File: config.mk
export PLATFORM = sky130hd
export DESIGN_NAME = windowed_latency_stats_core
export DESIGN_NICKNAME = d
export VERILOG_FILES = /design/src/wls_pkg.sv /design/src/windowed_latency_stats_core.sv /design/src/wls_div.sv /design/src/wls_dp.sv /design/src/wls_ctrl.sv
export SDC_FILE = /design/constraint.sdc
export NUM_CORES = 1
export LEC_CHECK = 0
export BUFFER_PORTS_ARGS = -buffer_cell sky130_fd_sc_hd__buf_2
export CELL_PAD_IN_SITES_DETAIL_PLACEMENT = 0
export CELL_PAD_IN_SITES_GLOBAL_PLACEMENT = 1
export CORE_MARGIN = 3
export CORE_UTILIZATION = 45
export CTS_CLUSTER_SIZE = 30
export DETAILED_ROUTE_END_ITERATION = 12
export PLACE_DENSITY_LB_ADDON = 0.2
export SLEW_MARGIN = 40
export SYNTH_ARGS = -nofsm -noshare
export SYNTH_HDL_FRONTEND = slang
export SYNTH_SLANG_ARGS = --single-unit
File: constraint.sdc
create_clock -name i_clk -period 13 [get_ports i_clk]
set_clock_uncertainty 0.1 [all_clocks]
set_input_delay 2.6 -clock i_clk [delete_from_list [all_inputs] [get_ports i_clk]]
set_output_delay 2.6 -clock i_clk [all_outputs]
set_load 0.02 [all_outputs]
File: src/wls_pkg.sv
package wls_pkg;

    // Default ring size.
    localparam int RING_DEPTH_DEF = 64;

    // Field widths.
    localparam int IN_TIME_W   = 16;
    localparam int TIME_W      = 12;
    localparam int CFG_W       = 7;
    localparam int PCT_W       = 7;
    localparam int CNT_OUT_W   = 7;
    localparam int OUT_PAD_W   = 7;
    localparam int OUT_DATA_W  = 88;

    // Stored sample codes.
    localparam logic [TIME_W-1:0] TIME_CAP  = 12'hFFE;
    localparam logic [TIME_W-1:0] LOST_MARK = 12'hFFF;

    // Loss reported when the window holds no reply, and the percentage scale.
    localparam logic [PCT_W-1:0] LOSS_ALL   = 7'd100;
    localparam int               LOSS_SCALE = 100;

    // Which quotient the shared divider is working on.
    localparam logic [1:0] DIV_AVG  = 2'd0;
    localparam logic [1:0] DIV_LOSS = 2'd1;
    localparam logic [1:0] DIV_JIT  = 2'd2;

    // Commands from the controller to the datapath.
    typedef struct packed {
        logic       capture;
        logic       ring_wr;
        logic       walk_clr;
        logic       walk_step;
        logic       div_start;
        logic [1:0] div_sel;
        logic       load_out;
    } t_cmd;

    // Status from the datapath to the controller.
    typedef struct packed {
        logic walk_last;
        logic div_done;
        logic out_free;
    } t_sts;

endpackage

File: src/windowed_latency_stats_core.sv
// Sliding-window ping statistics.
// Input stream: one word per ping, s_axis_tdata holds the round trip time in ms
// and s_axis_tuser flags a timeout. Each word goes into a ring of window-length
// entries (times saturate at 4094, a timeout is kept as a lost mark), after
// which the window is walked in index order and one result word is produced:
// last reply, minimum, maximum, average, loss percentage, jitter and counts.
// The window length is written through i_cfg_we / i_cfg_wdata; the user must
// do so only while the block is idle, which the block itself does not enforce;
// a write empties the window and restarts at entry zero. The ring is walked
// through the single read port over the filled entries (up to the window
// length), and the three quotients are worked out in turn on the shared
// bit-serial divider, which is W = 12 + clog2(RING_DEPTH + 1) bits wide.
// One word is processed at a time; s_axis_tready returns once the result is in
// the output register, so the next word is taken while the result waits.
// A stalled receiver holds the result in place and the block stops before its
// next hand-over. Reset empties the window, sets the length to RING_DEPTH and
// clears the last reply; no clearing pass is needed.
module windowed_latency_stats_core
    import wls_pkg::*;
#(
    parameter int RING_DEPTH = RING_DEPTH_DEF
) (
    input  logic                  i_clk,
    input  logic                  i_rst_n,
    input  logic                  i_cfg_we,
    input  logic [CFG_W-1:0]      i_cfg_wdata,    // window_length
    input  logic                  s_axis_tvalid,
    output logic                  s_axis_tready,
    input  logic [IN_TIME_W-1:0]  s_axis_tdata,   // response_time
    input  logic                  s_axis_tuser,   // timed_out
    output logic                  m_axis_tvalid,
    input  logic                  m_axis_tready,
    // last_time, min_time, max_time, avg_time, loss_percent, jitter,
    // sample_total, reply_total, then zero padding
    output logic [OUT_DATA_W-1:0] m_axis_tdata
);

    t_cmd cmd;
    t_sts sts;

    wls_ctrl u_ctrl (
        .i_clk      (i_clk),
        .i_rst_n    (i_rst_n),
        .i_in_valid (s_axis_tvalid),
        .o_in_ready (s_axis_tready),
        .i_sts      (sts),
        .o_cmd      (cmd)
    );

    wls_dp #(
        .RING_DEPTH (RING_DEPTH)
    ) u_dp (
        .i_clk       (i_clk),
        .i_rst_n     (i_rst_n),
        .i_cmd       (cmd),
        .o_sts       (sts),
        .i_cfg_we    (i_cfg_we),
        .i_cfg_wdata (i_cfg_wdata),
        .i_in_time   (s_axis_tdata),
        .i_in_lost   (s_axis_tuser),
        .i_out_ready (m_axis_tready),
        .o_out_valid (m_axis_tvalid),
        .o_out_data  (m_axis_tdata)
    );

endmodule

File: src/wls_div.sv
module wls_div
    import wls_pkg::*;
#(
    parameter int DVD_W = 19,
    parameter int DVS_W = 7
) (
    input  logic             i_clk,
    input  logic             i_rst_n,
    input  logic             i_start,
    input  logic [DVD_W-1:0] i_dividend,
    input  logic [DVS_W-1:0] i_divisor,
    output logic [DVD_W-1:0] o_quotient,
    output logic             o_done
);

    localparam int CW = (DVD_W > 1) ? $clog2(DVD_W) : 1;

    logic             r_busy;
    logic             r_done;
    logic [CW-1:0]    r_cnt;
    logic [DVD_W-1:0] r_quo;
    logic [DVS_W-1:0] r_rem;
    logic [DVS_W-1:0] r_dvs;

    logic [DVS_W:0]   trial;
    logic [DVS_W:0]   diff;
    logic             ge;
    logic [DVS_W-1:0] n_rem;

    // One restoring step: bring down the next dividend bit and try a subtract.
    always_comb begin
        trial = {r_rem, r_quo[DVD_W-1]};
        diff  = trial - {1'b0, r_dvs};
        ge    = (trial >= {1'b0, r_dvs});
        n_rem = ge ? diff[DVS_W-1:0] : trial[DVS_W-1:0];
    end

    // Step counter, one quotient bit per cycle.
    always_ff @(posedge i_clk) begin
        if (!i_rst_n) begin
            r_busy <= 1'b0;
            r_done <= 1'b0;
            r_cnt  <= '0;
        end else begin
            r_done <= 1'b0;
            if (i_start) begin
                r_busy <= 1'b1;
                r_cnt  <= CW'(DVD_W - 1);
            end else if (r_busy) begin
                if (r_cnt == '0) begin
                    r_busy <= 1'b0;
                    r_done <= 1'b1;
                end else begin
                    r_cnt <= r_cnt - CW'(1);
                end
            end
        end
    end

    // Quotient shifts in from the bottom as the dividend shifts out of the top.
    always_ff @(posedge i_clk) begin
        if (i_start) begin
            r_quo <= i_dividend;
            r_rem <= '0;
            r_dvs <= i_divisor;
        end else if (r_busy) begin
            r_quo <= {r_quo[DVD_W-2:0], ge};
            r_rem <= n_rem;
        end
    end

    assign o_quotient = r_quo;
    assign o_done     = r_done;

endmodule

File: src/wls_dp.sv
module wls_dp
    import wls_pkg::*;
#(
    parameter int RING_DEPTH = RING_DEPTH_DEF
) (
    input  logic                  i_clk,
    input  logic                  i_rst_n,
    input  t_cmd                  i_cmd,
    output t_sts                  o_sts,
    input  logic                  i_cfg_we,
    input  logic [CFG_W-1:0]      i_cfg_wdata,
    input  logic [IN_TIME_W-1:0]  i_in_time,
    input  logic                  i_in_lost,
    input  logic                  i_out_ready,
    output logic                  o_out_valid,
    output logic [OUT_DATA_W-1:0] o_out_data
);

    localparam int AW    = $clog2(RING_DEPTH);
    localparam int CNT_W = $clog2(RING_DEPTH + 1);
    localparam int SUM_W = TIME_W + CNT_W;
    localparam int CMP_W = (CNT_W > CFG_W) ? CNT_W : CFG_W;

    // Window geometry and write side.
    logic [CNT_W-1:0]  r_win;
    logic [AW-1:0]     r_pos;
    logic [CNT_W-1:0]  r_fill;
    logic [TIME_W-1:0] r_last;
    logic [TIME_W-1:0] r_in_val;

    // Ring store.
    logic [TIME_W-1:0] r_mem [RING_DEPTH];

    // Walk side.
    logic [AW-1:0]     r_addr;
    logic              r_rd_vld;
    logic [TIME_W-1:0] r_rd_data;
    logic [CNT_W-1:0]  r_replies;
    logic [SUM_W-1:0]  r_total;
    logic [SUM_W-1:0]  r_jsum;
    logic [TIME_W-1:0] r_lo;
    logic [TIME_W-1:0] r_hi;
    logic [TIME_W-1:0] r_prev;

    // Quotients and output word.
    logic [TIME_W-1:0]     r_q_avg;
    logic [PCT_W-1:0]      r_q_loss;
    logic [TIME_W-1:0]     r_q_jit;
    logic                  r_out_valid;
    logic [OUT_DATA_W-1:0] r_out_data;

    logic [CMP_W-1:0]  cfg_wide;
    logic [CMP_W-1:0]  cfg_win;
    logic [TIME_W-1:0] in_sat;
    logic [AW-1:0]     pos_eff;
    logic [CNT_W-1:0]  pos_inc;
    logic [AW-1:0]     n_pos;
    logic              rd_reply;
    logic [TIME_W-1:0] absdiff;
    logic [CNT_W-1:0]  lost_cnt;
    logic [SUM_W-1:0]  div_dvd;
    logic [CNT_W-1:0]  div_dvs;
    logic [SUM_W-1:0]  div_quo;
    logic              div_done;
    logic              has_reply;
    logic              multi_reply;
    logic [TIME_W-1:0] f_avg;
    logic [PCT_W-1:0]  f_loss;
    logic [TIME_W-1:0] f_jit;

    // Window length written through the register port, held within 1..RING_DEPTH.
    always_comb begin
        cfg_wide = CMP_W'(i_cfg_wdata);
        if (cfg_wide == '0) begin
            cfg_win = CMP_W'(1);
        end else if (cfg_wide > CMP_W'(RING_DEPTH)) begin
            cfg_win = CMP_W'(RING_DEPTH);
        end else begin
            cfg_win = cfg_wide;
        end
    end

    // Incoming time saturates just below the lost mark.
    assign in_sat = (i_in_time > IN_TIME_W'(TIME_CAP)) ? TIME_CAP : i_in_time[TIME_W-1:0];

    // Write position and its successor, wrapping at the window length.
    always_comb begin
        pos_eff = (CNT_W'(r_pos) >= r_win) ? '0 : r_pos;
        pos_inc = CNT_W'(pos_eff) + CNT_W'(1);
        n_pos   = (pos_inc >= r_win) ? '0 : AW'(pos_inc);
    end

    // Window, position, fill count and last reply.
    always_ff @(posedge i_clk) begin
        if (!i_rst_n) begin
            r_win  <= CNT_W'(RING_DEPTH);
            r_pos  <= '0;
            r_fill <= '0;
            r_last <= '0;
        end else begin
            if (i_cfg_we) begin
                r_win  <= CNT_W'(cfg_win);
                r_pos  <= '0;
                r_fill <= '0;
            end else if (i_cmd.ring_wr) begin
                r_pos <= n_pos;
                if (r_fill != r_win) begin
                    r_fill <= r_fill + CNT_W'(1);
                end
            end
            if (i_cmd.capture && !i_in_lost) begin
                r_last <= in_sat;
            end
        end
    end

    // Captured word as it will be stored.
    always_ff @(posedge i_clk) begin
        if (i_cmd.capture) begin
            r_in_val <= i_in_lost ? LOST_MARK : in_sat;
        end
    end

    // Ring memory: one write port, one registered read port.
    always_ff @(posedge i_clk) begin
        if (i_cmd.ring_wr) begin
            r_mem[pos_eff] <= r_in_val;
        end
        if (i_cmd.walk_step) begin
            r_rd_data <= r_mem[r_addr];
        end
    end

    // Walk address and read-data valid flag.
    always_ff @(posedge i_clk) begin
        if (!i_rst_n) begin
            r_addr   <= '0;
            r_rd_vld <= 1'b0;
        end else begin
            r_rd_vld <= i_cmd.walk_step;
            if (i_cmd.walk_clr) begin
                r_addr <= '0;
            end else if (i_cmd.walk_step) begin
                r_addr <= r_addr + AW'(1);
            end
        end
    end

    // Entries below the fill count are exactly the occupied ones.
    assign o_sts.walk_last = (CNT_W'(r_addr) == (r_fill - CNT_W'(1)));

    // Running statistics over the replies met in index order.
    always_comb begin
        rd_reply = (r_rd_data != LOST_MARK);
        absdiff  = (r_rd_data > r_prev) ? (r_rd_data - r_prev) : (r_prev - r_rd_data);
    end

    always_ff @(posedge i_clk) begin
        if (i_cmd.walk_clr) begin
            r_replies <= '0;
            r_total   <= '0;
            r_jsum    <= '0;
            r_lo      <= '0;
            r_hi      <= '0;
        end else if (r_rd_vld && rd_reply) begin
            r_replies <= r_replies + CNT_W'(1);
            r_total   <= r_total + SUM_W'(r_rd_data);
            r_prev    <= r_rd_data;
            if (r_replies == '0) begin
                r_lo <= r_rd_data;
                r_hi <= r_rd_data;
            end else begin
                if (r_rd_data < r_lo) begin
                    r_lo <= r_rd_data;
                end
                if (r_rd_data > r_hi) begin
                    r_hi <= r_rd_data;
                end
                r_jsum <= r_jsum + SUM_W'(absdiff);
            end
        end
    end

    // Operands for the shared divider.
    assign lost_cnt = r_fill - r_replies;

    always_comb begin
        unique case (i_cmd.div_sel)
            DIV_AVG: begin
                div_dvd = r_total;
                div_dvs = r_replies;
            end
            DIV_LOSS: begin
                div_dvd = SUM_W'(lost_cnt) * SUM_W'(LOSS_SCALE);
                div_dvs = r_fill;
            end
            DIV_JIT: begin
                div_dvd = r_jsum;
                div_dvs = r_replies - CNT_W'(1);
            end
            default: begin
                div_dvd = '0;
                div_dvs = CNT_W'(1);
            end
        endcase
    end

    wls_div #(
        .DVD_W (SUM_W),
        .DVS_W (CNT_W)
    ) u_div (
        .i_clk      (i_clk),
        .i_rst_n    (i_rst_n),
        .i_start    (i_cmd.div_start),
        .i_dividend (div_dvd),
        .i_divisor  (div_dvs),
        .o_quotient (div_quo),
        .o_done     (div_done)
    );

    assign o_sts.div_done = div_done;

    // Keep each quotient as it completes.
    always_ff @(posedge i_clk) begin
        if (div_done) begin
            case (i_cmd.div_sel)
                DIV_AVG:  r_q_avg  <= TIME_W'(div_quo);
                DIV_LOSS: r_q_loss <= PCT_W'(div_quo);
                DIV_JIT:  r_q_jit  <= TIME_W'(div_quo);
                default:  r_q_avg  <= r_q_avg;
            endcase
        end
    end

    // Windows with no reply report fixed average, loss and jitter; with only one, the jitter is zero.
    always_comb begin
        has_reply   = (r_replies != '0);
        multi_reply = (r_replies > CNT_W'(1));
        f_avg       = has_reply ? r_q_avg : '0;
        f_loss      = has_reply ? r_q_loss : LOSS_ALL;
        f_jit       = multi_reply ? r_q_jit : '0;
    end

    // Output register: holds the word until the receiver takes it.
    always_ff @(posedge i_clk) begin
        if (!i_rst_n) begin
            r_out_valid <= 1'b0;
        end else if (i_cmd.load_out) begin
            r_out_valid <= 1'b1;
        end else if (i_out_ready) begin
            r_out_valid <= 1'b0;
        end
    end

    always_ff @(posedge i_clk) begin
        if (i_cmd.load_out) begin
            r_out_data <= {{OUT_PAD_W{1'b0}}, CNT_OUT_W'(r_replies), CNT_OUT_W'(r_fill),
                           f_jit, f_loss, f_avg, r_hi, r_lo, r_last};
        end
    end

    assign o_sts.out_free = !r_out_valid || i_out_ready;
    assign o_out_valid    = r_out_valid;
    assign o_out_data     = r_out_data;

endmodule

File: src/wls_ctrl.sv
module wls_ctrl
    import wls_pkg::*;
(
    input  logic i_clk,
    input  logic i_rst_n,
    input  logic i_in_valid,
    output logic o_in_ready,
    input  t_sts i_sts,
    output t_cmd o_cmd
);

    localparam logic [2:0] S_IDLE     = 3'd0;
    localparam logic [2:0] S_WRITE    = 3'd1;
    localparam logic [2:0] S_WALK     = 3'd2;
    localparam logic [2:0] S_DRAIN    = 3'd3;
    localparam logic [2:0] S_DIV_GO   = 3'd4;
    localparam logic [2:0] S_DIV_WAIT = 3'd5;
    localparam logic [2:0] S_DONE     = 3'd6;

    logic [2:0] r_state;
    logic [2:0] n_state;
    logic [1:0] r_sel;
    logic [1:0] n_sel;

    // Sequencing: store, walk the window, three divisions, hand over the word.
    always_comb begin
        n_state = r_state;
        n_sel   = r_sel;
        o_cmd   = '0;
        o_cmd.div_sel = r_sel;
        unique case (r_state)
            S_IDLE: begin
                if (i_in_valid) begin
                    o_cmd.capture = 1'b1;
                    n_state       = S_WRITE;
                end
            end
            S_WRITE: begin
                o_cmd.ring_wr  = 1'b1;
                o_cmd.walk_clr = 1'b1;
                n_state        = S_WALK;
            end
            S_WALK: begin
                o_cmd.walk_step = 1'b1;
                if (i_sts.walk_last) begin
                    n_state = S_DRAIN;
                end
            end
            S_DRAIN: begin
                n_sel   = DIV_AVG;
                n_state = S_DIV_GO;
            end
            S_DIV_GO: begin
                o_cmd.div_start = 1'b1;
                n_state         = S_DIV_WAIT;
            end
            S_DIV_WAIT: begin
                if (i_sts.div_done) begin
                    if (r_sel == DIV_JIT) begin
                        n_state = S_DONE;
                    end else begin
                        n_sel   = (r_sel == DIV_AVG) ? DIV_LOSS : DIV_JIT;
                        n_state = S_DIV_GO;
                    end
                end
            end
            S_DONE: begin
                if (i_sts.out_free) begin
                    o_cmd.load_out = 1'b1;
                    n_state        = S_IDLE;
                end
            end
            default: begin
                n_state = S_IDLE;
            end
        endcase
    end

    always_ff @(posedge i_clk) begin
        if (!i_rst_n) begin
            r_state <= S_IDLE;
            r_sel   <= DIV_AVG;
        end else begin
            r_state <= n_state;
            r_sel   <= n_sel;
        end
    end

    assign o_in_ready = (r_state == S_IDLE);

endmodule

==> summary.txt <==
Synthesis
  – Async SR Flop Fraction: 0
  – Synthesized flop and latch total: 1070
  – Post-Syn Area: 45200 sq um
  – Synth area leader: edfxtp_1
  – Synth top area share: 0.626
  – Post-Syn Instances: 2686
  – Yosys cell types: 73
  – Post-Syn Area per Cell: 16.8 sq um
  – Sequential share of the synthesized area: 0.683
  – YS warnings: 0
  – Synth top area cells: edfxtp_1 63%, mux4_2 13%, dfxtp_1 5.7%
  – Number of enable flip-flop cells after synthesis: 942
  – Post-synth top flop: edfxtp_1

Worst hold path
  – Worst min-delay path startpoint: u_dp.r_last[4]$_SDFFE_PN0P_
  – Hold crit path type: reg2reg

Pwr
  – PwrDens: 158 nW/um^2
  – Max rail drop VDD: 0.000146 V
  – Lkg Pwr: 16.8 nW

Worst setup path
  – Crit start category: flip-flop
  – Worst EP required: 13.43 ns
  – Crit. Startpoint: u_dp.r_rd_data[0]$_DFFE_PP_
  – RR Startpoint: u_dp.r_rd_data[0]$_DFFE_PP_
  – Crit end category: flip-flop
  – Crit path arrival time: 6.05 ns
  – CP Class: reg2reg
  – Crit Path Max Fanout: 8

Global route
  – GR Overflow Total: 0
  – Initial antenna violation count: 2
  – Largest net degree at the start of global routing: 73
  – Vias in the first global route: 24259
  – GRT Overall Usage: 0.204
  – Global-route wire length before repair: 158000 um

Timing
  – Hold Violations, Final: 0
  – Worst Tran Pin Value: 0.825 ns
  – FMAX: 0.178 GHz
  – RSZ-0062 raised after global routing: no
  – Final Slew Violations: 0
  – Crit share post-route: 0.433
  – Setup Viol. Count Final: 0
  – Rel. slew slack: 0.450
  – Setup_tns: 0 ns
  – Minimum clock period: 5.63 ns

Clocking
  – Clock slew at reported path FFs: 0.06 ns
  – Cts repair resizes: 0
  – Hold_buf cts: 0
  – Worst skew pair latency: 0.69 ns
  – CTS tree: done
  – Clk buf depth: 3
  – Total CTS buffers: 111
  – CTS root buffer: clkbuf_16
  – Setup bufs post-CTS: 0
  – H-Tree Depth: 3
  – Sink Count: 1070

Detailed routing
  – DRC: 0
  – DR vias: 24155
  – 1st-pass router iterations: 5
  – Post-route ant nets: 0
  – Total routed wirelength: 106000 um
  – WL/cell: 25.0 um
  – Routed vias/inst: 5.71
  – 1st-iter DRT viols: 2171

Layout
  – Synth-to-layout area growth: 13.6%
  – FILL cells: 8077
  – Layout cells sized above 1: 0.231
  – Final instance area: 51300 sq um
  – # nets final: 3017
  – ANT cells: 0
  – Most used cells in the layout excluding fill and tap cells: 942 x edfxtp_1, 252 x mux4_2, 169 x nor2_1
  – Commonest non-fill, non-tap cell in the layout: edfxtp_1

Place
  – GPL Wtd Cong: 0.823
  – Placed Instance Area: 47600 sq um
  – Port Buf Inserts: 111
  – HPWL after detailed placement: 66600 um

Run status
  – Status: complete, no violations

Die
  – IO Pins: 119
  – Core area: 99000 sq um
  – Initial Util: 0.456
  – Die Height: 323 um
  – Die width: 323 um
  – Die area: 104000 sq um
  – Rows: 115

Flow run
  – Max-cap viol count: 0
synthesized netlist by cell type, types with 30 or more instances:
cell / number
a21oi_1: 86
nor3_1: 48
clkbuf_1: 94
xor2_1: 37
o21ai_0: 47
ha_1: 129
nand2_1: 114
mux2i_1: 57
inv_1: 100
edfxtp_1: 942
mux4_2: 252
nand3_1: 34
dfxtp_1: 128
a21o_1: 30
nor2_1: 205
xnor2_1: 53
layout make-up:
cell class / count / area, sq um / area share
sequential: 1070 / 30900 / 0.601
timing repair buffer: 185 / 1210 / 0.0235
tap: 1287 / 1610 / 0.0314
multi-input combinational: 1383 / 13600 / 0.265
inverter: 100 / 375 / 0.00731
clock inverter: 70 / 806 / 0.0157
clock buffer: 137 / 2890 / 0.0562
worst max-delay path, stage by stage (launching register included):
cell and delay (ns):
edfxtp_1 0.50, inv_1 0.12, ha_1 0.14, inv_1 0.06
fa_1 0.41, a211oi_1 0.21, or3_1 0.16, a311oi_2 0.12
o31ai_4 0.52, mux2i_1 0.39, o221ai_2 0.19, a31oi_1 0.35
xnor2_1 0.18, ha_1 0.30, a21o_1 0.19, a2111oi_0 0.69
o31ai_1 0.23, nand2_1 0.16, a211oi_1 0.11, nand3_1 0.11
xor2_1 0.15, nor2_1 0.05
logic make-up (layout without fill, tap and decap cells):
logic type	count (synthesis)	after routing	share of synthesized area
other	1	7	0.0000830
AOI/OAI and AO/OA	270	270	0.0388
DFF	1070	1070	0.683
adders and majority gates	137	137	0.0393
and+or+nand+nor	558	558	0.0584
buffers and inverters	239	492	0.0213
xor gates and xnor gates	90	90	0.0174
muxes	321	321	0.142
layer usage:
metal	global-route usage	share of wire	up-vias
met5	0	0.00017	-
met4	0.0552	0.026	2
met3	0.0301	0.049	162
met2	0.352	0.51	626
met1	0.272	0.42	12581
li1	-	-	10784
through the flow:
step,std cells,hold WS (ns),util,worst slack [ns],power [mW]
2_1_floorplan,2692,0.306,-,6.05,4.69
3_3_place_gp,4013,0.314,0.478,7.17,4.94
3_5_place_dp,4022,0.316,0.481,7.40,4.96
4_1_cts,4229,0.331,0.518,7.38,8.19
5_1_grt,4232,0.346,0.519,6.93,8.44
6_report,4232,0.330,0.519,7.37,8.09
path summary, 6_finish.rpt:
kind                            slack [ns]                      endpoint  cells after the start
worst max-delay path                  7.37  u_dp.r_jsum[15]$_SDFFE_PP0P_                     21
worst min-delay path                  0.33  u_dp.o_out_data[4]$_DFFE_PP_                      0
worst max register to register        7.37  u_dp.r_jsum[15]$_SDFFE_PP0P_                     21
worst min register to register        0.33  u_dp.o_out_data[4]$_DFFE_PP_                      0
sequential cells by signal, indices dropped and copies added, names as in the netlist, 19 cells and up:
| name | count |
|---|---|
| u_dp.o_out_data | 81 |
| u_dp.r_jsum | 19 |
| u_dp.r_mem | 768 |
| u_dp.r_total | 19 |
| u_dp.u_div.o_quotient | 19 |
where the power goes:
group | switching, mW | total (mW) | internal, mW | leakage, nW
Sequential | 0.0758 | 3.87 | 3.79 | 9.32
Clock | 1.32 | 3.21 | 1.90 | 1.81
Combinational | 0.568 | 1.01 | 0.446 | 5.67
Total | 1.96 | 8.09 | 6.13 | 16.8
(Power assumes the default switching activity.)
